--- config.mk ---
export PLATFORM = sky130hd
export DESIGN_NAME = ascii_range_reply_parser_top_flat
export DESIGN_NICKNAME = d
export VERILOG_FILES = /design/src/rtl/arrp_pkg.sv /design/src/rtl/arrp_ifs.sv /design/src/rtl/ascii_range_reply_parser_top.sv /design/src/rtl/arrp_front.sv /design/src/rtl/arrp_queue.sv /design/src/rtl/arrp_back.sv /design/src/flat_wrapper.sv
export SDC_FILE = /design/constraint.sdc
export NUM_CORES = 1
export LEC_CHECK = 0
export ABC_AREA = 1
export BUFFER_PORTS_ARGS = -buffer_cell sky130_fd_sc_hd__clkbuf_2
export CAP_MARGIN = 25
export CORE_UTILIZATION = 40
export CTS_BUF_LIST = sky130_fd_sc_hd__clkbuf_4 sky130_fd_sc_hd__clkbuf_8
export DETAILED_ROUTE_END_ITERATION = 10
export PLACE_DENSITY = 0.56
export SETUP_SLACK_MARGIN = 0.1
export SYNTH_ARGS = -nofsm -noshare
export SYNTH_HDL_FRONTEND = slang
export SYNTH_SLANG_ARGS = --single-unit
--- constraint.sdc ---
create_clock -name clk -period 6.3 [get_ports clk]
set_input_delay 0 -clock clk [delete_from_list [all_inputs] [get_ports clk]]
set_output_delay 0 -clock clk [all_outputs]
set_load 0.05 [all_outputs]
--- src/rtl/arrp_pkg.sv ---
// arrp_pkg: shared types and constants of the rangefinder reply parser
// no dependencies; imported by the front, queue and back modules
package arrp_pkg;

	localparam logic [7:0] CH_M = 8'h6d;
	localparam logic [7:0] CH_O = 8'h6f;
	localparam logic [7:0] CH_K = 8'h6b;
	localparam logic [7:0] CH_0 = 8'h30;
	localparam logic [7:0] CH_9 = 8'h39;

	localparam logic [15:0] DIST_RESET = 16'd2000;
	localparam int          NUM_DIGITS = 4;

	localparam logic [15:0] WEIGHT_10   = 16'd10;
	localparam logic [15:0] WEIGHT_100  = 16'd100;
	localparam logic [15:0] WEIGHT_1000 = 16'd1000;

	typedef enum logic [1:0] {
		CMD_PLAIN,
		CMD_ACK,
		CMD_PARSE
	} cmd_kind_t;

	typedef struct packed {
		cmd_kind_t                   kind;
		logic [NUM_DIGITS-1:0]       dig_vld;
		logic [NUM_DIGITS-1:0][3:0]  dig;
	} cmd_t;

endpackage

--- src/rtl/arrp_ifs.sv ---
// arrp_ifs: valid/ready channel interfaces of the reply parser
// no dependencies; used by the front, back and top level
interface arrp_in_if;
	logic       valid;
	logic       ready;
	logic       opcode;
	logic [7:0] rx_byte;

	modport source(output valid, output opcode, output rx_byte, input ready);
	modport sink(input valid, input opcode, input rx_byte, output ready);
endinterface

interface arrp_out_if;
	logic        valid;
	logic        ready;
	logic [15:0] distance_mm;
	logic        new_distance;
	logic        ack_seen;

	modport source(output valid, output distance_mm, output new_distance, output ack_seen,
		input ready);
	modport sink(input valid, input distance_mm, input new_distance, input ack_seen,
		output ready);
endinterface

--- src/rtl/ascii_range_reply_parser_top.sv ---
// ascii_range_reply_parser_top: rangefinder reply parser, front, queue, back
// depends on arrp_pkg, arrp_ifs, arrp_front, arrp_queue, arrp_back
//
//   channel  dir  payload                                  handshake
//   req      in   opcode[0], rx_byte[7:0]                  valid/ready
//   rsp      out  distance_mm[15:0], new_distance, ack_seen valid/ready
//
// one word accepted per cycle while the queue is not full; its result passes
// through the queue into the output register; the front updates position and
// pair tracking per word, the back weights the digits from the two-entry queue
// req.ready drops only while the queue is full (rsp stalled)
// reset clears position, ack mode and queue; distance resets to 2000
module ascii_range_reply_parser_top
	import arrp_pkg::*;
#(
	parameter int STORE_DEPTH = 16
) (
	input  logic       clk,
	input  logic       arst_n,
	arrp_in_if.sink    req,
	arrp_out_if.source rsp
);

	logic push;
	logic full;
	logic pop;
	logic empty;
	cmd_t push_cmd;
	cmd_t head;

	arrp_front #(
		.STORE_DEPTH(STORE_DEPTH)
	) u_front (
		.clk    (clk),
		.arst_n (arst_n),
		.req    (req),
		.full   (full),
		.push   (push),
		.cmd    (push_cmd)
	);

	arrp_queue u_queue (
		.clk      (clk),
		.arst_n   (arst_n),
		.push     (push),
		.push_cmd (push_cmd),
		.full     (full),
		.pop      (pop),
		.empty    (empty),
		.head     (head)
	);

	arrp_back u_back (
		.clk    (clk),
		.arst_n (arst_n),
		.empty  (empty),
		.head   (head),
		.pop    (pop),
		.rsp    (rsp)
	);

endmodule

--- src/rtl/arrp_front.sv ---
// arrp_front: accepts input words, tracks the byte position, ack mode and
// the first "mm" pair of the current pass, and issues one command per word
// depends on arrp_pkg and arrp_in_if
module arrp_front
	import arrp_pkg::*;
#(
	parameter int STORE_DEPTH = 16
) (
	input  logic         clk,
	input  logic         arst_n,
	arrp_in_if.sink      req,
	input  logic         full,
	output logic         push,
	output cmd_t         cmd
);

	localparam int PW = $clog2(STORE_DEPTH);
	localparam int HIST = NUM_DIGITS + 1;

	typedef enum logic [1:0] {
		MODE_IDLE,
		MODE_WAIT,
		MODE_SEEN
	} mode_t;

	mode_t                       mode_q;
	logic [PW-1:0]               pos_q;
	logic [HIST-1:0][7:0]        hist_q;
	logic                        found_q;
	logic [NUM_DIGITS-1:0]       sav_vld_q;
	logic [NUM_DIGITS-1:0][3:0]  sav_dig_q;

	logic                        accept;
	logic                        pair_now;
	logic                        parse_now;
	logic                        ack_now;
	logic                        pos_ge2;
	logic                        last_pos;
	logic [NUM_DIGITS-1:0]       cur_vld;
	logic [NUM_DIGITS-1:0][3:0]  cur_dig;

	function automatic logic is_digit(input logic [7:0] b);
		return (b >= CH_0) && (b <= CH_9);
	endfunction

	assign req.ready = !full;
	assign accept    = req.valid && !full;
	assign push      = accept;

	assign pos_ge2   = pos_q >= PW'(2);
	assign last_pos  = pos_q == PW'(STORE_DEPTH - 1);
	assign pair_now  = (pos_q != '0) && (hist_q[0] == CH_M) && (req.rx_byte == CH_M);
	assign parse_now = pos_ge2 && (mode_q != MODE_WAIT) && pair_now;
	assign ack_now   = pos_ge2 && (mode_q == MODE_WAIT) && (hist_q[0] == CH_O)
		&& (req.rx_byte == CH_K);

	// digits in front of a pair that ends at the current byte
	always_comb begin
		for (int k = 0; k < NUM_DIGITS; k++) begin
			cur_vld[k] = (pos_q >= PW'(k + 2)) && is_digit(hist_q[k+1]);
			cur_dig[k] = hist_q[k+1][3:0];
		end
	end

	always_comb begin
		cmd.dig_vld = found_q ? sav_vld_q : cur_vld;
		cmd.dig     = found_q ? sav_dig_q : cur_dig;
		priority if (req.opcode) begin
			cmd.kind = CMD_PLAIN;
		end else if (parse_now) begin
			cmd.kind = CMD_PARSE;
		end else if (ack_now) begin
			cmd.kind = CMD_ACK;
		end else begin
			cmd.kind = CMD_PLAIN;
		end
	end

	always_ff @(posedge clk or negedge arst_n) begin
		if (!arst_n) begin
			mode_q    <= MODE_IDLE;
			pos_q     <= '0;
			hist_q    <= '0;
			found_q   <= 1'b0;
			sav_vld_q <= '0;
			sav_dig_q <= '0;
		end else if (accept) begin
			if (req.opcode) begin
				mode_q <= MODE_WAIT;
			end else begin
				hist_q[0] <= req.rx_byte;
				for (int i = 1; i < HIST; i++) begin
					hist_q[i] <= hist_q[i-1];
				end
				if (ack_now) begin
					mode_q <= MODE_SEEN;
				end
				// a parse or a wrap starts a new pass
				priority if (parse_now || last_pos) begin
					pos_q   <= '0;
					found_q <= 1'b0;
				end else begin
					pos_q <= pos_q + PW'(1);
					if (pair_now && !found_q) begin
						found_q   <= 1'b1;
						sav_vld_q <= cur_vld;
						sav_dig_q <= cur_dig;
					end
				end
			end
		end
	end

endmodule

--- src/rtl/arrp_queue.sv ---
// arrp_queue: two-entry command queue between front and back
// depends on arrp_pkg
module arrp_queue
	import arrp_pkg::*;
(
	input  logic clk,
	input  logic arst_n,
	input  logic push,
	input  cmd_t push_cmd,
	output logic full,
	input  logic pop,
	output logic empty,
	output cmd_t head
);

	cmd_t       slot_q [2];
	logic       wr_q;
	logic       rd_q;
	logic [1:0] cnt_q;

	assign full  = cnt_q == 2'd2;
	assign empty = cnt_q == 2'd0;
	assign head  = slot_q[rd_q];

	always_ff @(posedge clk or negedge arst_n) begin
		if (!arst_n) begin
			wr_q  <= 1'b0;
			rd_q  <= 1'b0;
			cnt_q <= 2'd0;
		end else begin
			if (push) begin
				wr_q <= !wr_q;
			end
			if (pop) begin
				rd_q <= !rd_q;
			end
			unique case ({push, pop})
				2'b10:   cnt_q <= cnt_q + 2'd1;
				2'b01:   cnt_q <= cnt_q - 2'd1;
				default: cnt_q <= cnt_q;
			endcase
		end
	end

	always_ff @(posedge clk) begin
		if (push) begin
			slot_q[wr_q] <= push_cmd;
		end
	end

endmodule

--- src/rtl/arrp_back.sv ---
// arrp_back: carries out queued commands, holds the working and reported
// distance and the output register; depends on arrp_pkg and arrp_out_if
module arrp_back
	import arrp_pkg::*;
(
	input  logic      clk,
	input  logic      arst_n,
	input  logic      empty,
	input  cmd_t      head,
	output logic      pop,
	arrp_out_if.source rsp
);

	logic [15:0] work_q;
	logic [15:0] rept_q;
	logic        vld_q;
	logic [15:0] dist_q;
	logic        newd_q;
	logic        ack_q;

	logic [15:0] work_nx;

	assign pop = !empty && (!vld_q || rsp.ready);

	// first digit overwrites, the others add with 16-bit wrap
	always_comb begin
		work_nx = head.dig_vld[0] ? {12'd0, head.dig[0]} : work_q;
		if (head.dig_vld[1]) begin
			work_nx = work_nx + {12'd0, head.dig[1]} * WEIGHT_10;
		end
		if (head.dig_vld[2]) begin
			work_nx = work_nx + {12'd0, head.dig[2]} * WEIGHT_100;
		end
		if (head.dig_vld[3]) begin
			work_nx = work_nx + {12'd0, head.dig[3]} * WEIGHT_1000;
		end
	end

	always_ff @(posedge clk or negedge arst_n) begin
		if (!arst_n) begin
			work_q <= DIST_RESET;
			rept_q <= DIST_RESET;
			vld_q  <= 1'b0;
			dist_q <= DIST_RESET;
			newd_q <= 1'b0;
			ack_q  <= 1'b0;
		end else begin
			if (pop) begin
				vld_q <= 1'b1;
				unique case (head.kind)
					CMD_PARSE: begin
						work_q <= work_nx;
						rept_q <= work_nx;
						dist_q <= work_nx;
						newd_q <= 1'b1;
						ack_q  <= 1'b0;
					end
					CMD_ACK: begin
						dist_q <= rept_q;
						newd_q <= 1'b0;
						ack_q  <= 1'b1;
					end
					default: begin
						dist_q <= rept_q;
						newd_q <= 1'b0;
						ack_q  <= 1'b0;
					end
				endcase
			end else if (rsp.ready) begin
				vld_q <= 1'b0;
			end
		end
	end

	assign rsp.valid        = vld_q;
	assign rsp.distance_mm  = dist_q;
	assign rsp.new_distance = newd_q;
	assign rsp.ack_seen     = ack_q;

endmodule

--- src/flat_wrapper.sv ---
// flat-port wrapper written by rule: the top's interface ports become plain ports
module ascii_range_reply_parser_top_flat import arrp_pkg::*;
#(
	parameter int STORE_DEPTH = 16
)
  (clk, arst_n, req_valid, req_opcode, req_rx_byte, req_ready, rsp_valid, rsp_distance_mm, rsp_new_distance, rsp_ack_seen, rsp_ready);
  arrp_in_if req_i ();
  arrp_out_if rsp_i ();
  input  logic clk;
  input  logic arst_n;
  input wire logic [$bits(req_i.valid)-1:0] req_valid;
  input wire logic [$bits(req_i.opcode)-1:0] req_opcode;
  input wire logic [$bits(req_i.rx_byte)-1:0] req_rx_byte;
  output wire logic [$bits(req_i.ready)-1:0] req_ready;
  output wire logic [$bits(rsp_i.valid)-1:0] rsp_valid;
  output wire logic [$bits(rsp_i.distance_mm)-1:0] rsp_distance_mm;
  output wire logic [$bits(rsp_i.new_distance)-1:0] rsp_new_distance;
  output wire logic [$bits(rsp_i.ack_seen)-1:0] rsp_ack_seen;
  input wire logic [$bits(rsp_i.ready)-1:0] rsp_ready;
  assign req_i.valid = req_valid;
  assign req_i.opcode = req_opcode;
  assign req_i.rx_byte = req_rx_byte;
  assign req_ready = req_i.ready;
  assign rsp_valid = rsp_i.valid;
  assign rsp_distance_mm = rsp_i.distance_mm;
  assign rsp_new_distance = rsp_i.new_distance;
  assign rsp_ack_seen = rsp_i.ack_seen;
  assign rsp_i.ready = rsp_ready;
  ascii_range_reply_parser_top #(.STORE_DEPTH(STORE_DEPTH)) u_core (.clk(clk), .arst_n(arst_n), .req(req_i), .rsp(rsp_i));
endmodule
==> results of run 1 <==
cell families after synthesis:
| logic type | Yosys count | share of synthesized area, % |
|---|---|---|
| xor gates and xnor gates | 36 | 3.86 |
| adders and majority gates | 72 | 11.8 |
| DFF | 134 | 42.8 |
| buffers and inverters | 176 | 8.29 |
| AOI/OAI and AO/OA | 200 | 12.9 |
| and+or+nand+nor | 379 | 20.1 |
| muxes | 2 | 0.239 |
worst paths after layout:
path                                                   from                     endpoint  cells after the start
worst max register to register          u_core.u_queue.rd_q     u_core.u_back.work_q[15]                     30
worst max-delay path                    u_core.u_queue.rd_q     u_core.u_back.work_q[15]                     30
max in group asynchronous                            arst_n          u_core.u_queue.rd_q                      3
worst min-delay path                                 arst_n      u_core.u_back.work_q[6]                      2
worst min register to register  u_core.u_front.sav_dig_q[1]  u_core.u_front.sav_dig_q[1]                      2
min in group clk                                  rsp_ready      u_core.u_back.rsp.valid                      3
cell usage after synthesis (all sizes together):
master   count  area (sq um)
o22ai        7          50.1
o21ai      126           642
nand4        8          50.1
a21boi       1          7.51
mux2i        2          20.0
nor4         4          25.0
or2          9          56.3
nand3b       1          7.51
fa          12           240
a21oi       46           234
a211oi       1          7.51
xor2        28           253
clkbuf      15          56.3
edfxtp      44          1320
nor3b        1          12.5
inv        147           554
nor2        56           243
nand2      239           931
o21bai       4          30.0
a31oi        7          43.8
o21a         4          30.0
dfstp        6           158
ha          60           751
buf         13          78.8
nand3       48           273
o2111ai      3          26.3
dfrtp       84          2100
xnor2        8          70.1
nor3        13          80.1
clkinv       1          3.75
a21o         1          7.51
metal layers:
layer / wire length (microns) / share of wire, % / vias up / track usage [%]
li1: - / - / 3370 / -
met1: 9000 / 47 / 3086 / 24.4
met2: 9280 / 48 / 111 / 31.0
met3: 547 / 2.8 / 31 / 2.94
met4: 420 / 2.2 / 0 / 6.93
met5: 0 / 0 / - / 0
what timing repair did:
| action | 4_1_cts | 5_1_grt |
|---|---|---|
| hold buffers | 13 | 0 |
| resized for setup | 0 | 25 |
| endpoints found under the setup margin | 0 | 6 |
| endpoints found under the hold margin | 37 | 0 |
| setup buffers | 0 | 5 |
metrics by stage:
| step | std cells | hold slack [ns] |
|---|---|---|
| after floorplan | 999 | -0.296 |
| after global placement | 1282 | -0.0831 |
| after detailed placement | 1285 | -0.0815 |
| after CTS | 1330 | 0.0933 |
| after global routing | 1335 | 0.108 |
| final | 1335 | 0.107 |
sequential cells by signal, indices dropped and copies added, names as in the netlist:
register	cells
u_core.u_front.mode_q	2
u_core.u_front.sav_dig_q	16
u_core.u_queue.slot_q	44
u_core.u_front.pos_q	4
u_core.u_back.rsp.new_distance	1
u_core.u_back.work_q	16
u_core.u_back.rsp.ack_seen	1
u_core.u_front.cur_dig	16
u_core.u_queue.wr_q	1
u_core.u_queue.cnt_q	2
u_core.u_back.rsp.valid	1
u_core.u_front.sav_vld_q	4
u_core.u_front.hist_q	24
u_core.u_front.found_q	1
u_core.u_queue.rd_q	1
area by class of cell:
type / instances / area, sq um
clock buffer: 17 / 234
clock inverter: 15 / 160
fill: 2019 / 10800
inverter: 148 / 558
multi-input combinational: 689 / 4200
sequential: 134 / 3580
tap: 270 / 338
timing repair buffer: 62 / 455
worst max-delay path, delay by kind of cell (launching register included):
| kind | cells | cell delay (ns) |
|---|---|---|
| buffers and inverters | 5 | 0.58 |
| xor gates and xnor gates | 1 | 0.16 |
| AOI/OAI and AO/OA | 6 | 1.10 |
| and+or+nand+nor | 13 | 1.70 |
| DFF | 1 | 0.43 |
| adders and majority gates | 5 | 1.74 |
==> impl_metrics.tcl, run 1 <==
set metrics [dict create \
    outcome "completed" \
    die_h_microns 147 \
    start_kind "flip-flop" \
    ctsRootBufferMaster "clkbuf_8" \
    ios 33 \
    antenna_found_initial 0 \
    crit_path_end_kind "flip-flop" \
    cts_tree "done" \
    finalSetupViolCount 0 \
    wl_per_cell_microns 14.4 \
    dpl.hpwl_microns 14100 \
    cts.clk_slew.worst_paths_ns 0.10 \
    routabilityCongestion 0.899 \
    pre_cts_slack_ns 0.155 \
    dpl-instance-area_sq_mm 0.00886 \
    wirelength_microns 19200 \
    timing.fmax_ghz 0.173 \
    final_nets 1137 \
    grt_max_degree 78 \
    reg2reg_slack_ns 0.53 \
    drt-initial-drc-count 290 \
    yosysWarnings 0 \
    critPathRequiredTime_ns 6.69 \
    avgSynthCellArea_sq_um 8.37 \
    final_common_cell "nand2_1" \
    ys_seq_area_share_pct 42.8 \
    cp_max_fo 19 \
    maxCapViolCount 0 \
    layout_worst_path_cycle_share_pct 91.5 \
    core_area_sq_mm 0.0204 \
    synth_nets 1084 \
    final_layout_size_suffix_gt1_share_pct 13.9 \
    finalHoldViolCount 0 \
    start_util_pct 41.1 \
    cpMaxStageDelayCell "dfrtp_2" \
    skew_ns 0.0207 \
    slew_headroom_pct 39.3 \
    vias 6598 \
    syn_area_sq_mm 0.00836 \
    ant_nets 0 \
    first_pass_iters 5 \
    portBuffers 32 \
    grt_pass1_wl_microns 31600 \
    cpMostUsedCell "nand2_1" \
    worst_slew_pin_slew_ns 0.911 \
    numCtsBuffers 17 \
    htree_levels 4 \
    final_cell_mix "nand2_1, inv_1, o21ai_0" \
    min_period_ns 5.77 \
    first_global_vias 6334 \
    drv_slew 0 \
    via_per_inst 4.94 \
    num_antenna_cells 0 \
    dieArea_sq_mm 0.0215 \
    drc 0 \
    rsz0062_at_grt "no" \
    final_area_sq_mm 0.00952 \
    hp-class "in2async" \
    max-clock-path-buffers 2 \
    synth_seq_cells 134 \
    path_class "reg2reg" \
    grt_overflow 0 \
    fin_util_pct 46.8 \
    synthCells 999 \
    cp.arrival_ns 6.15 \
    rows 52 \
    worstSkewPairLatency_ns 0.45 \
    track_usage_pct 18.6 \
    layout_setup_ws_ns 0.534 \
    syn_to_final_growth_pct 13.9 \
    clkSinkCount 134 \
    die_x_microns 147 \
    tns_ns 0 \
    synthDistinctLibCells 49 \
    cpPeakStageDelay_ns 0.43 \
]
Power of run 1 is left out: the tool's default activity adds up to more than one toggle a clock period on the data nets, which glitch-free logic cannot reach.
==> inputs of run 2 (changes only) <==
CORE_UTILIZATION = 45   (was 40)
PLACE_DENSITY = 0.61   (was 0.56)
SETUP_SLACK_MARGIN = 0.5   (was 0.1)
==> run 2 against run 1 <==
Effect of this change:
- the flow now finishes with violations (design-rule violations)
- non-clock buffer count is 13 higher
- cell count is 2.1% lower
- sequential cell count stayed put
- critical path type unchanged
- largest cell class unchanged
- highest routed layer unchanged
==> impl_metrics.tcl, run 2 (synthesized netlist as in run 1, its figures left out) <==
set metrics [dict create \
    die_x_microns 138 \
    die_h_microns 138 \
    track_usage_pct 21.4 \
    worstSetupEndpoint "u_core.u_back.work_q[15]" \
    reg2reg_from "u_core.u_queue.rd_q" \
    cpMaxStageDelayCell "fa_2" \
    routabilityCongestion 0.947 \
    vias 6668 \
    htree_levels 4 \
    cts_tree "done" \
    slew_headroom_pct 38.2 \
    worst_slew_pin_slew_ns 0.918 \
    syn_to_final_growth_pct 15.8 \
    final_nets 1150 \
    largest-register "u_core.u_queue.slot_q" \
    finalHoldViolCount 0 \
    skew_ns 0.0206 \
    tns_ns 0 \
    cpPeakStageDelay_ns 0.52 \
    crit_path_end_kind "flip-flop" \
    path_class "reg2reg" \
    cts.clk_slew.worst_paths_ns 0.09 \
    num_antenna_cells 0 \
    ant_nets 0 \
    cpMostUsedCell "nand2_1" \
    grt_max_degree 78 \
    final_cell_mix "nand2_1, inv_1, o21ai_0" \
    worstSkewPairLatency_ns 0.44 \
    clkSinkCount 134 \
    rr_endpoint "u_core.u_back.work_q[15]" \
    rsz0062_at_grt "yes" \
    antenna_found_initial 0 \
    critPathRequiredTime_ns 6.69 \
    core_area_sq_mm 0.0181 \
    portBuffers 32 \
    fin_util_pct 53.6 \
    cp_max_fo 7 \
    hp-class "in2reg" \
    numCtsBuffers 17 \
    r2r_cells 34 \
    min_period_ns 5.54 \
    final_layout_size_suffix_gt1_share_pct 17.1 \
    drc 4 \
    holdWs_ns 0.303 \
    via_per_inst 5.10 \
    maxCapViolCount 0 \
    cp.arrival_ns 5.93 \
    largest_reg_flops 44 \
    grt_overflow 0 \
    first_global_vias 6452 \
    cp-startpoint "u_core.u_queue.rd_q" \
    drv_slew 0 \
    grt_pass1_wl_microns 32300 \
    violations "design-rule violations" \
    outcome "finished, violations left" \
    wirelength_microns 19400 \
    dieArea_sq_mm 0.0191 \
    first_pass_iters 7 \
    ctsRootBufferMaster "clkbuf_8" \
    max-clock-path-buffers 2 \
    drt-initial-drc-count 321 \
    final_common_cell "nand2_1" \
    timing.fmax_ghz 0.181 \
    reg2reg_slack_ns 0.76 \
    ios 33 \
    wl_per_cell_microns 14.8 \
    dpl.hpwl_microns 13800 \
    largestRegisters "u_core.u_queue.slot_q x44, u_core.u_front.hist_q x24" \
    layout_worst_path_cycle_share_pct 87.9 \
    finalSetupViolCount 0 \
    rows 49 \
    place_inst 1247 \
    hold_path_depth 3 \
    fin_cells 1307 \
    start_kind "flip-flop" \
    start_util_pct 46.2 \
]
## run 2: cell type report
type                       count  area (sq um)
inverter                     148           558
clock inverter                10           119
clock buffer                  22           284
fill                        1724          8400
sequential                   134          3580
tap                          229           287
multi-input combinational    689          4320
timing repair buffer          75           539
## run 2: worst min-delay path by stage
| stage | startpoint | endpoint |
|---|---|---|
| 2_1_floorplan | arst_n | u_core.u_back.rsp.ack_seen |
| 3_3_place_gp | arst_n | u_core.u_back.work_q[15] |
| 3_5_place_dp | arst_n | u_core.u_back.work_q[13] |
| 4_1_cts | rsp_ready | u_core.u_back.rsp.valid |
| 5_1_grt | rsp_ready | u_core.u_back.rsp.valid |
| 6_report | rsp_ready | u_core.u_back.rsp.valid |
## run 2: repair_timing
| action | 4_1_cts | 5_1_grt |
|---|---|---|
| setup buffers | 4 | 10 |
| hold endpoints to repair | 38 | 0 |
| pin swaps | 4 | 29 |
| setup endpoints to repair | 3 | 7 |
| gates resized for setup | 10 | 47 |
| hold buffers | 14 | 0 |
## run 2: stage by stage
step / setup slack, ns / area, sq um
global placement: 0.419 / 8790
floorplan: 0.586 / 8360
global route: 0.437 / 9690
detailed placement: 0.284 / 8820
CTS: 0.502 / 9410
finish: 0.762 / 9690
## run 2: layer usage
metal  routed length (microns)  GRT usage, %  up-vias
li1                          -             -     3405
met1                      8870          27.7     3114
met2                      9520          36.7      124
met3                       637          3.36       25
met4                       340          6.92        0
met5                         0             0        -
## run 2: worst max-delay path, delay by kind of cell, from the launching register on
kind                       cells  cell delay [ns]
buffers and inverters          5             0.34
AOI/OAI and AO/OA             10             1.37
DFF                            1             0.46
and+or+nand+nor               11             1.11
xor gates and xnor gates       2             0.32
adders and majority gates      6             1.88
Power of run 2 is left out for the same reason.
==> inputs of run 3 (changes only) <==
CTS_BUF_LIST = unset   (was sky130_fd_sc_hd__clkbuf_4 sky130_fd_sc_hd__clkbuf_8)
==> run 3 against run 2 <==
Effect of this change:
- the run still ends with design-rule violations left
- clock skew decreased by 0.0018 ns
- register-to-register slack improved by 0.03 ns
- critical path depth unchanged
- worst setup slack improved by 0.034 ns
- critical endpoint unchanged
==> impl_metrics.tcl, run 3 (synthesized netlist as in run 1, its figures left out) <==
set metrics [dict create \
    outcome "finished, violations left" \
    violations "design-rule violations" \
    htree_levels 4 \
    portBuffers 32 \
    crit_path_end_kind "flip-flop" \
    path_class "reg2reg" \
    vias 6675 \
    antenna_found_initial 0 \
    ant_nets 0 \
    finalHoldViolCount 0 \
    final_nets 1147 \
    start_kind "flip-flop" \
    largestRegisters "u_core.u_queue.slot_q x44, u_core.u_front.hist_q x24" \
    cts_tree "done" \
    final_cell_mix "nand2_1, inv_1, o21ai_0" \
    syn_to_final_growth_pct 17.7 \
    hp-class "in2async" \
    cp_max_fo 7 \
    final_layout_size_suffix_gt1_share_pct 17.0 \
    cp.arrival_ns 5.87 \
    drt-initial-drc-count 341 \
    max-clock-path-buffers 2 \
    reg2reg_from "u_core.u_queue.rd_q" \
    numCtsBuffers 17 \
    r2r_cells 34 \
    final_common_cell "nand2_1" \
    slew_headroom_pct 40.7 \
    grt_pass1_wl_microns 32500 \
    use_met3_pct 3.60 \
    die_h_microns 138 \
    ios 33 \
    min_period_ns 5.50 \
    routabilityCongestion 0.947 \
    cpPeakStageDelay_ns 0.52 \
    first_global_vias 6502 \
    track_usage_pct 21.6 \
    timing.fmax_ghz 0.182 \
    rows 49 \
    dpl.hpwl_microns 13800 \
    grt_max_degree 78 \
    grt.busiest_layer "met2" \
    core_area_sq_mm 0.0181 \
    ctsRootBufferMaster "clkbuf_16" \
    num_antenna_cells 0 \
    worstSkewPairLatency_ns 0.43 \
    cpMaxStageDelayCell "fa_2" \
    maxCapViolCount 0 \
    drv_slew 0 \
    via_per_inst 5.12 \
    cpMostUsedCell "nand2_1" \
    largest_reg_flops 44 \
    die_x_microns 138 \
    met2_usage_pct 37.1 \
    tns_ns 0 \
    first_pass_iters 9 \
    worst_slew_pin_slew_ns 0.889 \
    layout_worst_path_cycle_share_pct 87.4 \
    multi_input_area_sq_mm 0.00433 \
    rsz0062_at_grt "yes" \
    skew_ns 0.0187 \
    largest-register "u_core.u_queue.slot_q" \
    wirelength_microns 19500 \
    grt_overflow 0 \
    clkSinkCount 134 \
    start_util_pct 46.2 \
    cp-startpoint "u_core.u_queue.rd_q" \
    grt_use_met1_pct 27.7 \
    critPathRequiredTime_ns 6.66 \
    finalSetupViolCount 0 \
    dieArea_sq_mm 0.0191 \
    drc 4 \
    regArea_sq_mm 0.00358 \
    nFillCells 1701 \
    cts.clk_slew.worst_paths_ns 0.06 \
    wl_per_cell_microns 15.0 \
]
## run 3: per-stage QoR
step	area (sq um)	hold slack [ns]	std cells	worst slack [ns]	utilization, %
floorplan	8360	-0.296	999	0.586	-
global placement	8790	-0.0759	1245	0.419	48.6
detailed placement	8820	-0.0716	1247	0.284	48.7
CTS	9560	0.0224	1295	0.507	52.9
global route	9840	0.0353	1304	0.442	54.4
finish	9840	0.0167	1304	0.796	54.4
## run 3: path summary, 6_finish.rpt
check / to / slack [ns]
worst max-delay path: u_core.u_back.work_q[15] / 0.80
worst min-delay path: u_core.u_back.work_q[15] / 0.02
worst max register to register: u_core.u_back.work_q[15] / 0.80
worst min register to register: u_core.u_front.cur_dig[14] / 0.48
max in group asynchronous: u_core.u_front.hist_q[29] / 5.09
min in group clk: u_core.u_front.hist_q[4] / 0.33
## run 3: critical path, delay by kind of cell (launching register included)
kind / cells / cell delay [ns]
buffers and inverters: 5 / 0.34
AOI/OAI and AO/OA: 10 / 1.36
adders and majority gates: 6 / 1.86
xor gates and xnor gates: 2 / 0.32
DFF: 1 / 0.45
and+or+nand+nor: 11 / 1.11
## run 3: metal layers
| layer | routed length [microns] | up-vias |
|---|---|---|
| li1 | - | 3402 |
| met1 | 9040 | 3144 |
| met2 | 9630 | 107 |
| met3 | 517 | 22 |
| met4 | 342 | 0 |
| met5 | 0 | - |
## run 3: area by class of cell
class / count / area share [%]
multi-input cells: 689 / 44.0
flip-flops and latches: 134 / 36.4
inverters: 148 / 5.67
clock buffers: 24 / 5.23
repair buffers: 72 / 5.20
well taps: 229 / 2.91
clock inverters: 8 / 0.598
## run 3: repair_timing
| item | CTS | global route |
|---|---|---|
| endpoints found under the setup margin | 3 | 7 |
| hold buffers | 12 | 0 |
| hold endpoints to repair | 36 | 0 |
| pin swaps | 4 | 29 |
| setup buffers | 4 | 9 |
| resized for setup | 10 | 50 |
Power of run 3 is left out for the same reason.
